<file path="src/fpls_pkg.sv">
package fpls_pkg;

  localparam int COORD_BITS = 12;
  localparam int PITCH_BITS = 13;
  localparam int ADDR_BITS  = 24;
  localparam int COLOR_BITS = 8;

  localparam logic [PITCH_BITS-1:0] PITCH_RESET = 13'd320;

  // opcode field
  localparam logic OP_LOAD = 1'b0;
  localparam logic OP_STEP = 1'b1;

  typedef struct packed {
    logic                  opcode;
    logic [COORD_BITS-1:0] x_start;
    logic [COORD_BITS-1:0] y_start;
    logic [COORD_BITS-1:0] x_end;
    logic [COORD_BITS-1:0] y_end;
    logic [COLOR_BITS-1:0] line_color;
  } in_word_t;

  typedef struct packed {
    logic [ADDR_BITS-1:0]  pixel_address;
    logic [COLOR_BITS-1:0] pixel_color;
    logic                  last_pixel;
  } out_word_t;

  // controller -> datapath
  typedef struct packed {
    logic load;       // latch endpoints, set up major axis
    logic step;       // step word accepted
    logic div_start;  // launch minor step divide
    logic finish;     // write minor step from quotient
    logic prime;      // look-ahead accumulators and first address
  } cmd_t;

  // datapath -> controller
  typedef struct packed {
    logic div_busy;
    logic out_blocked;
    logic line_active;
  } stat_t;

endpackage

</file>
<file path="src/fixed_point_line_stepper_core.sv">
// Fixed-point DDA line stepper.
// Input channel (in_valid / in_stall / in_word): a word with opcode OP_LOAD
// latches both endpoints and the color and sets up the walk; a word with
// opcode OP_STEP asks for the next pixel of the current line.
// Output channel (out_valid / out_stall / out_word): one word per step while
// a line has pixels left: linear address floor(y)*row_pitch + floor(x) mod
// 2^24, the color, and last_pixel on the final one. Steps with no line left
// are taken and give nothing.
// Config: cfg_we / cfg_wdata write row_pitch (reset 320); write only when no
// word is in flight. A write mid-line applies from the next pixel on.
// Timing: a load holds in_stall through the start, wait (bit-serial divider
// forming the minor step) and prime states. Then, while the output is not
// blocked, a step is taken every cycle, its pixel showing on out_word the
// cycle after; the address is tracked incrementally, no multiply per pixel.
// A stalled output word holds; the output register is one deep, so in_stall
// follows out_stall while a word is waiting.
// Reset (rst_n low, synchronous): no line active, output empty, pitch 320.
module fixed_point_line_stepper_core #(
  parameter int FRAC_BITS = 10
) (
  input  logic                            clk,
  input  logic                            rst_n,
  // input words
  input  logic                            in_valid,
  output logic                            in_stall,
  input  fpls_pkg::in_word_t              in_word,
  // pixel words
  output logic                            out_valid,
  input  logic                            out_stall,
  output fpls_pkg::out_word_t             out_word,
  // row pitch register
  input  logic                            cfg_we,
  input  logic [fpls_pkg::PITCH_BITS-1:0] cfg_wdata
);

  fpls_pkg::cmd_t  cmd;
  fpls_pkg::stat_t stat;
  logic            in_fire;

  assign in_fire = in_valid && !in_stall;

  // sequencer: load setup, divide, then one step per cycle unless blocked
  fpls_ctrl u_ctrl (
    .clk       (clk),
    .rst_n     (rst_n),
    .in_valid  (in_valid),
    .in_opcode (in_word.opcode),
    .stat      (stat),
    .in_stall  (in_stall),
    .cmd       (cmd)
  );

  // accumulators, divider, address tracking and the output register
  fpls_dpath #(
    .FRAC_BITS (FRAC_BITS)
  ) u_dpath (
    .clk       (clk),
    .rst_n     (rst_n),
    .in_word   (in_word),
    .cmd       (cmd),
    .cfg_we    (cfg_we),
    .cfg_wdata (cfg_wdata),
    .out_stall (out_stall),
    .out_valid (out_valid),
    .out_word  (out_word),
    .stat      (stat)
  );

  // a load starts the setup sequence, so the input is held off next cycle
  a_load_holds_input: assert property (@(posedge clk) disable iff (!rst_n)
    (in_fire && in_word.opcode == fpls_pkg::OP_LOAD) |=> in_stall)
    else $error("input not held off after load");

  // a load never produces a pixel
  a_load_no_pixel: assert property (@(posedge clk) disable iff (!rst_n)
    (in_fire && in_word.opcode == fpls_pkg::OP_LOAD) |=> !$rose(out_valid))
    else $error("pixel after load");

  // a step with no line active produces nothing
  a_idle_step_no_pixel: assert property (@(posedge clk) disable iff (!rst_n)
    (in_fire && in_word.opcode == fpls_pkg::OP_STEP && !stat.line_active)
      |=> !$rose(out_valid))
    else $error("pixel from step with no line");

  // a rising out_valid comes from a step accepted the cycle before
  a_pixel_from_step: assert property (@(posedge clk) disable iff (!rst_n)
    $rose(out_valid) |-> $past(in_fire && in_word.opcode == fpls_pkg::OP_STEP))
    else $error("pixel without step");

endmodule

</file>
<file path="src/fpls_div.sv">
module fpls_div #(
  parameter int DVD_W = 23,
  parameter int DSR_W = 13
) (
  input  logic             clk,
  input  logic             rst_n,
  input  logic             start,
  input  logic [DVD_W-1:0] dividend,
  input  logic [DSR_W-1:0] divisor,
  output logic             busy,
  output logic [DVD_W-1:0] quotient
);

  localparam int CNT_W = $clog2(DVD_W + 1);

  logic [CNT_W-1:0] cnt_r, cnt_nxt;
  logic [DSR_W-1:0] rem_r, rem_nxt;
  logic [DVD_W-1:0] dvd_r, dvd_nxt;
  logic [DSR_W-1:0] dsr_r;
  logic [DSR_W:0]   trial;
  logic [DSR_W:0]   diff;
  logic             ge;

  // restoring divide, one quotient bit per cycle; quotient shifts in behind dividend
  always_comb begin
    trial = {rem_r, dvd_r[DVD_W-1]};
    diff  = trial - {1'b0, dsr_r};
    ge    = trial >= {1'b0, dsr_r};
    cnt_nxt = cnt_r;
    rem_nxt = rem_r;
    dvd_nxt = dvd_r;
    if (start) begin
      cnt_nxt = CNT_W'(DVD_W);
      rem_nxt = '0;
      dvd_nxt = dividend;
    end else if (cnt_r != '0) begin
      cnt_nxt = cnt_r - 1'b1;
      rem_nxt = ge ? diff[DSR_W-1:0] : trial[DSR_W-1:0];
      dvd_nxt = {dvd_r[DVD_W-2:0], ge};
    end
  end

  always_ff @(posedge clk) begin
    if (!rst_n) begin
      cnt_r <= '0;
    end else begin
      cnt_r <= cnt_nxt;
    end
  end

  always_ff @(posedge clk) begin
    rem_r <= rem_nxt;
    dvd_r <= dvd_nxt;
    if (start) begin
      dsr_r <= divisor;
    end
  end

  assign busy     = cnt_r != '0;
  assign quotient = dvd_r;

endmodule

</file>
<file path="src/fpls_ctrl.sv">
module fpls_ctrl (
  input  logic           clk,
  input  logic           rst_n,
  input  logic           in_valid,
  input  logic           in_opcode,
  input  fpls_pkg::stat_t stat,
  output logic           in_stall,
  output fpls_pkg::cmd_t cmd
);

  localparam logic [1:0] S_IDLE  = 2'd0;
  localparam logic [1:0] S_START = 2'd1;
  localparam logic [1:0] S_WAIT  = 2'd2;
  localparam logic [1:0] S_PRIME = 2'd3;

  logic [1:0] state_r, state_nxt;
  logic       fire;

  always_comb begin
    in_stall  = (state_r != S_IDLE) || stat.out_blocked;
    fire      = in_valid && !in_stall;
    cmd       = '0;
    state_nxt = state_r;
    unique case (state_r)
      S_IDLE: begin
        if (fire) begin
          if (in_opcode == fpls_pkg::OP_LOAD) begin
            cmd.load  = 1'b1;
            state_nxt = S_START;
          end else begin
            cmd.step = 1'b1;
          end
        end
      end
      S_START: begin
        cmd.div_start = 1'b1;
        state_nxt     = S_WAIT;
      end
      S_WAIT: begin
        if (!stat.div_busy) begin
          cmd.finish = 1'b1;
          state_nxt  = S_PRIME;
        end
      end
      S_PRIME: begin
        cmd.prime = 1'b1;
        state_nxt = S_IDLE;
      end
    endcase
  end

  always_ff @(posedge clk) begin
    if (!rst_n) begin
      state_r <= S_IDLE;
    end else begin
      state_r <= state_nxt;
    end
  end

endmodule

</file>
<file path="src/fpls_dpath.sv">
module fpls_dpath #(
  parameter int FRAC_BITS = 10
) (
  input  logic                                 clk,
  input  logic                                 rst_n,
  input  fpls_pkg::in_word_t                   in_word,
  input  fpls_pkg::cmd_t                       cmd,
  input  logic                                 cfg_we,
  input  logic [fpls_pkg::PITCH_BITS-1:0]      cfg_wdata,
  input  logic                                 out_stall,
  output logic                                 out_valid,
  output fpls_pkg::out_word_t                  out_word,
  output fpls_pkg::stat_t                      stat
);

  localparam int C     = fpls_pkg::COORD_BITS;
  localparam int L     = C + 1;
  localparam int A     = C + FRAC_BITS + 2;
  localparam int DVD_W = C + 1 + FRAC_BITS;
  localparam int PW    = fpls_pkg::PITCH_BITS;
  localparam int AW    = fpls_pkg::ADDR_BITS;
  localparam int PROD_W = C + PW;

  localparam logic [A-1:0] ONE_PIX = A'(1) << FRAC_BITS;
  localparam logic [A-1:0] NEG_PIX = A'(0) - ONE_PIX;

  // floor delta codes (low two bits of the integer-part difference)
  localparam logic [1:0] DLT_UP = 2'b01;
  localparam logic [1:0] DLT_DN = 2'b11;

  // load setup
  logic [C:0]   dx, dy, ndx, ndy;
  logic [C-1:0] adx, ady, major_mag, minor_mag;
  logic         x_major, major_neg, minor_neg;
  logic [L-1:0] len;
  logic [PROD_W-1:0] row_prod;

  // state
  logic [PW-1:0]  pitch_r;
  logic [A-1:0]   x_acc_r, y_acc_r, x_next_r, y_next_r;
  logic [A-1:0]   x_step_r, y_step_r;
  logic [L-1:0]   pix_left_r;
  logic [fpls_pkg::COLOR_BITS-1:0] color_r;
  logic           x_major_r, minor_neg_r;
  logic [C-1:0]   minor_mag_r;
  logic [L-1:0]   len_r;
  logic [C-1:0]   col_r;
  logic [AW-1:0]  row_prod_r;
  logic [AW-1:0]  addr_r;
  logic           out_valid_r;
  fpls_pkg::out_word_t out_word_r;

  // divider
  logic [L-1:0]     mag_p1;
  logic [DVD_W-1:0] dividend, quotient;
  logic             div_busy;
  logic [A-1:0]     q_ext, minor_val;

  // stepping
  logic          emit;
  logic [1:0]    dfx, dfy;
  logic [AW-1:0] x_term, y_term, pitch_ext;

  // pitch write
  logic [AW-1:0] row_ext, col_ext, cfg_addr;

  always_comb begin
    dx  = {1'b0, in_word.x_end} - {1'b0, in_word.x_start};
    dy  = {1'b0, in_word.y_end} - {1'b0, in_word.y_start};
    ndx = -dx;
    ndy = -dy;
    adx = dx[C] ? ndx[C-1:0] : dx[C-1:0];
    ady = dy[C] ? ndy[C-1:0] : dy[C-1:0];
    x_major   = adx >= ady;
    major_mag = x_major ? adx : ady;
    minor_mag = x_major ? ady : adx;
    major_neg = x_major ? dx[C] : dy[C];
    minor_neg = x_major ? dy[C] : dx[C];
    len       = {1'b0, major_mag} + L'(1);
    row_prod  = PROD_W'(in_word.y_start) * PROD_W'(pitch_r);
  end

  always_comb begin
    mag_p1    = {1'b0, minor_mag_r} + L'(1);
    dividend  = {mag_p1, {FRAC_BITS{1'b0}}};
    q_ext     = {{(A - DVD_W){1'b0}}, quotient};
    minor_val = minor_neg_r ? (A'(0) - q_ext) : q_ext;
  end

  fpls_div #(
    .DVD_W (DVD_W),
    .DSR_W (L)
  ) u_div (
    .clk      (clk),
    .rst_n    (rst_n),
    .start    (cmd.div_start),
    .dividend (dividend),
    .divisor  (len_r),
    .busy     (div_busy),
    .quotient (quotient)
  );

  // per-pixel address update: integer parts move by at most one per step
  always_comb begin
    emit      = cmd.step && (pix_left_r != '0);
    dfx       = x_next_r[FRAC_BITS+1:FRAC_BITS] - x_acc_r[FRAC_BITS+1:FRAC_BITS];
    dfy       = y_next_r[FRAC_BITS+1:FRAC_BITS] - y_acc_r[FRAC_BITS+1:FRAC_BITS];
    pitch_ext = AW'(pitch_r);
    unique case (dfx)
      DLT_UP:  x_term = AW'(1);
      DLT_DN:  x_term = '1;
      default: x_term = '0;
    endcase
    unique case (dfy)
      DLT_UP:  y_term = pitch_ext;
      DLT_DN:  y_term = AW'(0) - pitch_ext;
      default: y_term = '0;
    endcase
  end

  // address of the next pixel under a newly written pitch, signed floors
  always_comb begin
    row_ext  = AW'($signed(y_acc_r[A-1:FRAC_BITS]));
    col_ext  = AW'($signed(x_acc_r[A-1:FRAC_BITS]));
    cfg_addr = row_ext * AW'(cfg_wdata) + col_ext;
  end

  always_ff @(posedge clk) begin
    if (!rst_n) begin
      pitch_r     <= fpls_pkg::PITCH_RESET;
      pix_left_r  <= '0;
      out_valid_r <= 1'b0;
    end else begin
      if (cfg_we) begin
        pitch_r <= cfg_wdata;
      end
      if (cmd.load) begin
        pix_left_r <= len;
      end else if (emit) begin
        pix_left_r <= pix_left_r - L'(1);
      end
      if (emit) begin
        out_valid_r <= 1'b1;
      end else if (!out_stall) begin
        out_valid_r <= 1'b0;
      end
    end
  end

  always_ff @(posedge clk) begin
    if (cmd.load) begin
      x_acc_r     <= A'(in_word.x_start) << FRAC_BITS;
      y_acc_r     <= A'(in_word.y_start) << FRAC_BITS;
      x_major_r   <= x_major;
      minor_neg_r <= minor_neg;
      minor_mag_r <= minor_mag;
      len_r       <= len;
      color_r     <= in_word.line_color;
      col_r       <= in_word.x_start;
      row_prod_r  <= row_prod[AW-1:0];
      if (x_major) begin
        x_step_r <= major_neg ? NEG_PIX : ONE_PIX;
      end else begin
        y_step_r <= major_neg ? NEG_PIX : ONE_PIX;
      end
    end else if (cmd.finish) begin
      if (x_major_r) begin
        y_step_r <= minor_val;
      end else begin
        x_step_r <= minor_val;
      end
    end else if (cmd.prime) begin
      x_next_r <= x_acc_r + x_step_r;
      y_next_r <= y_acc_r + y_step_r;
      addr_r   <= row_prod_r + AW'(col_r);
    end else if (emit) begin
      x_acc_r  <= x_next_r;
      y_acc_r  <= y_next_r;
      x_next_r <= x_next_r + x_step_r;
      y_next_r <= y_next_r + y_step_r;
      addr_r   <= addr_r + y_term + x_term;
    end else if (cfg_we) begin
      // pitch write mid-line: the rest of the line uses the new pitch
      addr_r   <= cfg_addr;
    end
    if (emit) begin
      out_word_r.pixel_address <= addr_r;
      out_word_r.pixel_color   <= color_r;
      out_word_r.last_pixel    <= pix_left_r == L'(1);
    end
  end

  assign out_valid        = out_valid_r;
  assign out_word         = out_word_r;
  assign stat.div_busy    = div_busy;
  assign stat.out_blocked = out_valid_r && out_stall;
  assign stat.line_active = pix_left_r != '0;

endmodule

</file>
<file path="config.mk">
export PLATFORM = sky130hd
export DESIGN_NAME = fixed_point_line_stepper_core
export DESIGN_NICKNAME = d
export VERILOG_FILES = /design/src/fpls_pkg.sv /design/src/fixed_point_line_stepper_core.sv /design/src/fpls_div.sv /design/src/fpls_ctrl.sv /design/src/fpls_dpath.sv
export SDC_FILE = /design/constraint.sdc
export NUM_CORES = 2
export LEC_CHECK = 0
export BUFFER_PORTS_ARGS = -buffer_cell sky130_fd_sc_hd__buf_2
export CAP_MARGIN = 20
export CORE_ASPECT_RATIO = 1.5
export CORE_MARGIN = 10
export CORE_UTILIZATION = 25
export CTS_CLUSTER_SIZE = 25
export DETAILED_ROUTE_END_ITERATION = 8
export PLACE_DENSITY = 0.39
export SLEW_MARGIN = 20
export SYNTH_ARGS = -nofsm -noshare
export SYNTH_HDL_FRONTEND = slang
export SYNTH_SLANG_ARGS = --single-unit
export TNS_END_PERCENT = 5
</file>
<file path="constraint.sdc">
create_clock -name clk -period 18.8 [get_ports clk]
set_input_delay 4.7 -clock clk [delete_from_list [all_inputs] [get_ports clk]]
set_output_delay 4.7 -clock clk [all_outputs]
set_load 0.01 [all_outputs]
</file>
# Word-level counts from Yosys, hierarchy flattened
# Index checks and enable logic that the tools add are counted.
[totals]
ramBits = 0
reg_bits = 355
output_inout_bits = 35
memories = 0
latch_bits = 0
elab_cells = 152
input_bits = 75
mem_bits_ro = 0
[op_classes]
add_sub_neg = 21
mul = 2
bitwise = 4
eq_ne = 17
mux = 54
div = 0
magnitude_cmp = 2
n_shift = 0
reduce_logical = 23
[ops]
columns = ["operator", "n"]
rows = [
  ["24-bit 2-to-1 mux", 17],
  ["22-bit 2-to-1 mux", 8],
  ["24-bit adder", 7],
  ["24-bit case mux with 2 select lines", 2],
  ["12-bit 2-to-1 mux", 4],
  ["23-bit 2-to-1 mux", 2],
  ["13-bit 2-to-1 mux", 3],
  ["12-bit by 1-bit adder with 13-bit output, second input constant", 2],
  ["12-bit by 12-bit subtractor with 13-bit output", 2],
  ["24-bit by 12-bit adder with 24-bit output", 1],
  ["12-bit by 13-bit multiplier with 24-bit output", 1],
  ["14-bit by 14-bit multiplier with 24-bit output", 1],
  ["12-bit negation", 2],
  ["1-bit by 23-bit subtractor with 24-bit output, first input constant", 1],
  ["3-bit AND reduction", 7],
  ["14-bit by 13-bit >= comparator with 1-bit output", 1],
  ["1-bit by 13-bit subtractor with 14-bit output, first input constant", 1],
  ["13-bit by 1-bit == test with 1-bit output, second input constant", 1],
  ["13-bit nonzero test", 1],
  ["13-bit by 1-bit subtractor with 13-bit output, second input constant", 1],
  ["13-bit subtractor", 1],
  ["12-bit >= comparator", 1],
  ["2-bit nonzero test", 6],
  ["1-bit 2-to-1 mux", 10],
  ["other kinds (17)", 40],
]

# Depth between registers and ports, before layout
[logic_depth]
ltp_word = 11
mapped_depth = 32
depth_no_buf = 29

# Modules after synthesis
# Synthesis repeated with hierarchy kept, for this count alone.
[unflattened]
hier_cells = 3261
area_unflattened_um2 = 32768.9
[by_module_without_submodules]
columns = ["mod", "area_per_inst_um2", "cells_each", "n_inst", "seq_area_each_um2"]
rows = [
  ["fpls_dpath", 29736.0, 3007, 1, 8468.1],
  ["fpls_div", 2842.7, 233, 1, 1441.4],
  ["fpls_ctrl", 190.2, 21, 1, 40.0],
]

# Worst setup path before layout
# No wires, ideal clock.
[synth_path]
path_type = "input -> register"
startpoint = "input in_word[34] (netlist name)"
endpoint = "register u_dpath.y_step_r[0], enable pin"
t_arrival_ns = 10.509
setup_time_ns = 0.414
slack_ns = 7.877
required_time_ns = 18.386
path_buffers = 4
stages = 24
path_cell_list = "clkbuf_1 > inv_1 > ha_1 > a21o_1 > a221oi_2 > a21oi_1 > a31oi_1 > o2bb2ai_1 > clkbuf_1 > mux2i_1 > ha_1 > a21o_1 > a21o_1 > a21oi_1 > o21ai_0 > a21oi_1 > o21ai_0 > maj3_2 > o211a_4 > nor2_8 > inv_2 > buf_2 > buf_2 > o22ai_1"
[synth_between]
elab_chain_len = 6
[synth_lines]
columns = ["element", "line", "text"]
rows = [
  ["start: declaration", "fixed_point_line_stepper_core.sv:26", "input fpls_pkg::in_word_t in_word,"],
  ["12-bit by 12-bit subtractor with 13-bit output *", "fpls_dpath.sv:69", "dy = {1'b0, in_word.y_end} - {1'b0, in_word.y_start};"],
  ["12-bit negation", "fpls_dpath.sv:71", "ndy = -dy;"],
  ["12-bit 2-to-1 mux *", "fpls_dpath.sv:73", "ady = dy[C] ? ndy[C-1:0] : dy[C-1:0];"],
  ["12-bit >= comparator *", "fpls_dpath.sv:74", "x_major = adx >= ady;"],
  ["net u_dpath.x_major", "fpls_dpath.sv:34", "logic x_major, major_neg, minor_neg;"],
  ["2-bit inequality test (no line) *", "-", ""],
  ["3-bit AND reduction (no line) *", "-", ""],
  ["end signal: assignment", "fpls_dpath.sv:164", "y_step_r <= major_neg ? NEG_PIX : ONE_PIX;"],
  ["end signal: assignment", "fpls_dpath.sv:168", "y_step_r <= minor_val;"],
  ["end: declaration", "fpls_dpath.sv:41", "logic [A-1:0] x_step_r, y_step_r;"],
]
# Mark *: on every way through the listed nets, which the timed path passes. The rest lies on a longest branch.
# A chain may end at the register's enable or synchronous reset.

# Worst setup path after layout
[layout_path]
startpoint = "input in_word[32] (netlist name)"
endpoint = "register u_dpath.pix_left_r[10]"
[layout_between]
elab_chain_len = 7
[layout_lines]
columns = ["element", "line", "text"]
rows = [
  ["12-bit by 12-bit subtractor with 13-bit output *", "fpls_dpath.sv:69", ""],
  ["12-bit negation", "fpls_dpath.sv:71", ""],
  ["12-bit 2-to-1 mux *", "fpls_dpath.sv:73", ""],
  ["12-bit >= comparator", "fpls_dpath.sv:74", ""],
  ["12-bit 2-to-1 mux *", "fpls_dpath.sv:75", "major_mag = x_major ? adx : ady;"],
  ["12-bit by 1-bit adder with 13-bit output *", "fpls_dpath.sv:79", "len = {1'b0, major_mag} + L'(1);"],
  ["13-bit 2-to-1 mux *", "fpls_dpath.sv:137", "if (cmd.load) begin"],
  ["end signal: assignment", "fpls_dpath.sv:138", "pix_left_r <= len;"],
  ["end signal: assignment", "fpls_dpath.sv:140", "pix_left_r <= pix_left_r - L'(1);"],
  ["end: declaration", "fpls_dpath.sv:42", "logic [L-1:0] pix_left_r;"],
]
# Every way passes the cells marked *; elsewhere a longest branch is shown, timed or not.

==> results.toml <==
[clocking]
post_cts_resized = 0
tritoncts = "done"
clk_pin_slew_ps = 60
cts_made_buffers = 43
cts_sinks = 355
cts_hold_buf = 0
max-clock-path-buffers = 3
root_buffer = "clkbuf_16"
clkLatencyLatePin_ps = 590
htree_levels = 2
postCtsSetupBuffers = 0

[route]
dr.pass1.iters = 5
drt_iter0_drc = 1116
vias = 23572
drt.antenna.violating_nets = 0
drc = 0
finalWirelength_um = 106000
routedWlPerCell_um = 20.4
viasPerCell = 4.55

[global_route]
grt_pass1_wl_um = 159000
first_global_vias = 25194
grt_antenna_before_repair = 5
grtUsageTotal = 0.144
grt_start_max_net_pins = 88
grt_overflow = 0

[hold_path]
min_from = "u_dpath.len_r[10]$_DFFE_PP_"
min_path_cells = 0
hold_class = "reg -> reg"
min_to = "u_dpath.u_div.dsr_r[10]$_DFFE_PP_"

[logic_synthesis]
synth-edff-count = 274
synth_warnings = 0
synth_seq_area_share = 0.301
synth.area.top_cells = "edfxtp_1 (25%), fa_1 (19%), ha_1 (10%)"
synth.top_cell.area_share = 0.252
ys.flop_type = "edfxtp_1"
yosys.area.top_type = "edfxtp_1"
ys_types = 82
syn_inst = 3354
synth_area_sq_um = 32700
avgSynthCellArea_sq_um = 9.75
synth_seq_cells = 355
async_flop_share = 0
syn-num-nets = 4003

[layout]
ff_latch_area_sq_um = 9850
nFillCells = 13672
instances_no_fill = 5181
area.growth.synth_to_final_pct = 12.5
drive_above_1_share = 0.0886
finalCoreUtilization = 0.283
nets = 4070
multi_input_area_sq_um = 20800

[critical_path]
cp-start-kind = "primary input"
critPathCaptureType = "register"
rr_endpoint = "u_dpath.addr_r[23]$_DFFE_PP_"
cp_data_required_time_ps = 19270
criticalPathCategory = "in -> reg"
crit_path_max_fanout = 28
reg2reg_depth = 24
r2r_start = "u_dpath.y_acc_r[17]$_DFFE_PP_"
reg2reg_slack_ps = 11730
cp_data_arrival_time_ps = 11740

[floorplan]
boundaryPins = 110
die_w_um = 315
die-area_sq_um = 146000
core_sq_um = 130000
chipHeight_um = 463
initial_core_util = 0.252
num_rows = 162

[sta]
max_freq_mhz = 88.7
slew_headroom = 0.334
tns_ps = 0
setup_viol = 0
post-route-period-util = 0.599
hold_viol = 0
min_period_ps = 11270
worst_slew_pin_slew_ps = 987
finalClockSkew_ps = 29.7
rsz0062_at_grt = "no"
drv_slew = 0

[placed_design]
hpwl_um = 82800
dp.cells = 5098
gp_congestion = 0.826
portBuffers = 109

[run]
cap_violations = 0

[outcome]
status = "finished clean"
-- cell type report --
class,count,share of cell area
timing repair buffer,148,0.0228
sequential,355,0.268
clock buffer,55,0.0310
tap,1722,0.0585
inverter,440,0.0450
antenna,5,0.000340
clock inverter,23,0.00894
multi-input combinational,2433,0.566
-- critical path: stages --
cell       delay (ps)
buf_2             280
ha_1              240
inv_1              60
fa_1              400
a21o_1            210
a221oi_2          460
a21oi_1           170
a31oi_1           270
o2bb2ai_1         150
buf_4             240
mux2i_1           460
ha_1              310
a21o_1            150
a21o_1            170
a21oi_1           140
o21ai_0           130
a21oi_1           180
o21ai_0           140
maj3_2            350
o211a_4           190
nor2_8            360
inv_2             300
a21oi_2           280
ha_1              400
nand2_1           150
mux2i_1           310
o21ai_1           180
a221o_1           340
-- flip-flops by register name (all words and copies together) (netlist names), 23 cells and up --
register	cells
u_dpath.row_prod_r	24
u_dpath.x_acc_r	24
u_dpath.x_next_r	24
u_dpath.addr_r	24
u_dpath.y_next_r	24
u_dpath.x_step_r	24
u_dpath.out_word	33
u_dpath.u_div.quotient	23
u_dpath.y_acc_r	24
u_dpath.y_step_r	24
-- cells in the mapped netlist (all sizes together) (81+ instances only) --
library cell  instances
a21oi               174
dfxtp                81
nor2                201
ha                  266
xor2                 86
xnor2               163
and2                149
fa                  308
edfxtp              274
clkbuf              116
nand2               377
o21ai               116
inv                 437
-- routing by layer --
metal,vias up,routed length [um],track usage
li1,11378,-,-
met1,11669,42900,0.165
met2,383,55900,0.268
met3,140,2990,0.0146
met4,2,4060,0.0558
met5,-,11,0
-- metrics by stage --
| stage | instance area, sq um | worst slack [ps] | hold WS (ps) |
|---|---|---|---|
| floorplan | 32700 | 7880 | 400 |
| global placement | 35300 | 7150 | 400 |
| detailed placement | 35300 | 7010 | 405 |
| CTS | 36800 | 7620 | 418 |
| global route | 36800 | 7120 | 424 |
| finish | 36800 | 7530 | 414 |
-- layout by cell type (no fill, tap or decap), drive strengths merged, types with 13 or more instances in the layout --
master	instances
inv	439
nand2	377
fa	308
edfxtp	274
ha	266
nor2	201
a21oi	174
xnor2	163
and2	149
buf	148
o21ai	116
xor2	86
dfxtp	81
nor3	64
clkbuf	55
nand3	46
mux2	44
nor2b	40
a21o	38
a211oi	35
mux2i	27
or3	24
o21a	22
o31ai	21
a32o	20
a21boi	19
and3	18
nand2b	18
o21bai	13
o41ai	13
-- logic make-up after synthesis --
| group | count (synthesis) | synth area share |
|---|---|---|
| AND/OR/NAND/NOR | 979 | 0.141 |
| XOR/XNOR | 249 | 0.0669 |
| flip-flops | 355 | 0.301 |
| multiplexers | 71 | 0.0234 |
| adder cells (fa/ha/maj) | 577 | 0.291 |
| buffers and inverters | 566 | 0.0652 |
| AO/OA/AOI/OAI | 557 | 0.112 |
-- how the worst max path moves through the flow --
| stage | from | to | slack, ps |
|---|---|---|---|
| 2_1_floorplan | in_word[34] | u_dpath.y_step_r[0]$_DFFE_PP_ | 7880 |
| 5_1_grt | in_word[32] | u_dpath.pix_left_r[10]$_SDFFE_PN0P_ | 7120 |
| 3_5_place_dp | in_word[32] | u_dpath.len_r[10]$_DFFE_PP_ | 7010 |
| 3_3_place_gp | in_word[32] | u_dpath.len_r[10]$_DFFE_PP_ | 7150 |
| 6_report | in_word[32] | u_dpath.pix_left_r[10]$_SDFFE_PN0P_ | 7530 |
| 4_1_cts | in_word[32] | u_dpath.pix_left_r[10]$_SDFFE_PN0P_ | 7620 |
Power is not shown: default switching activity piles up to over one toggle a cycle in this logic, so the estimate is an artifact.
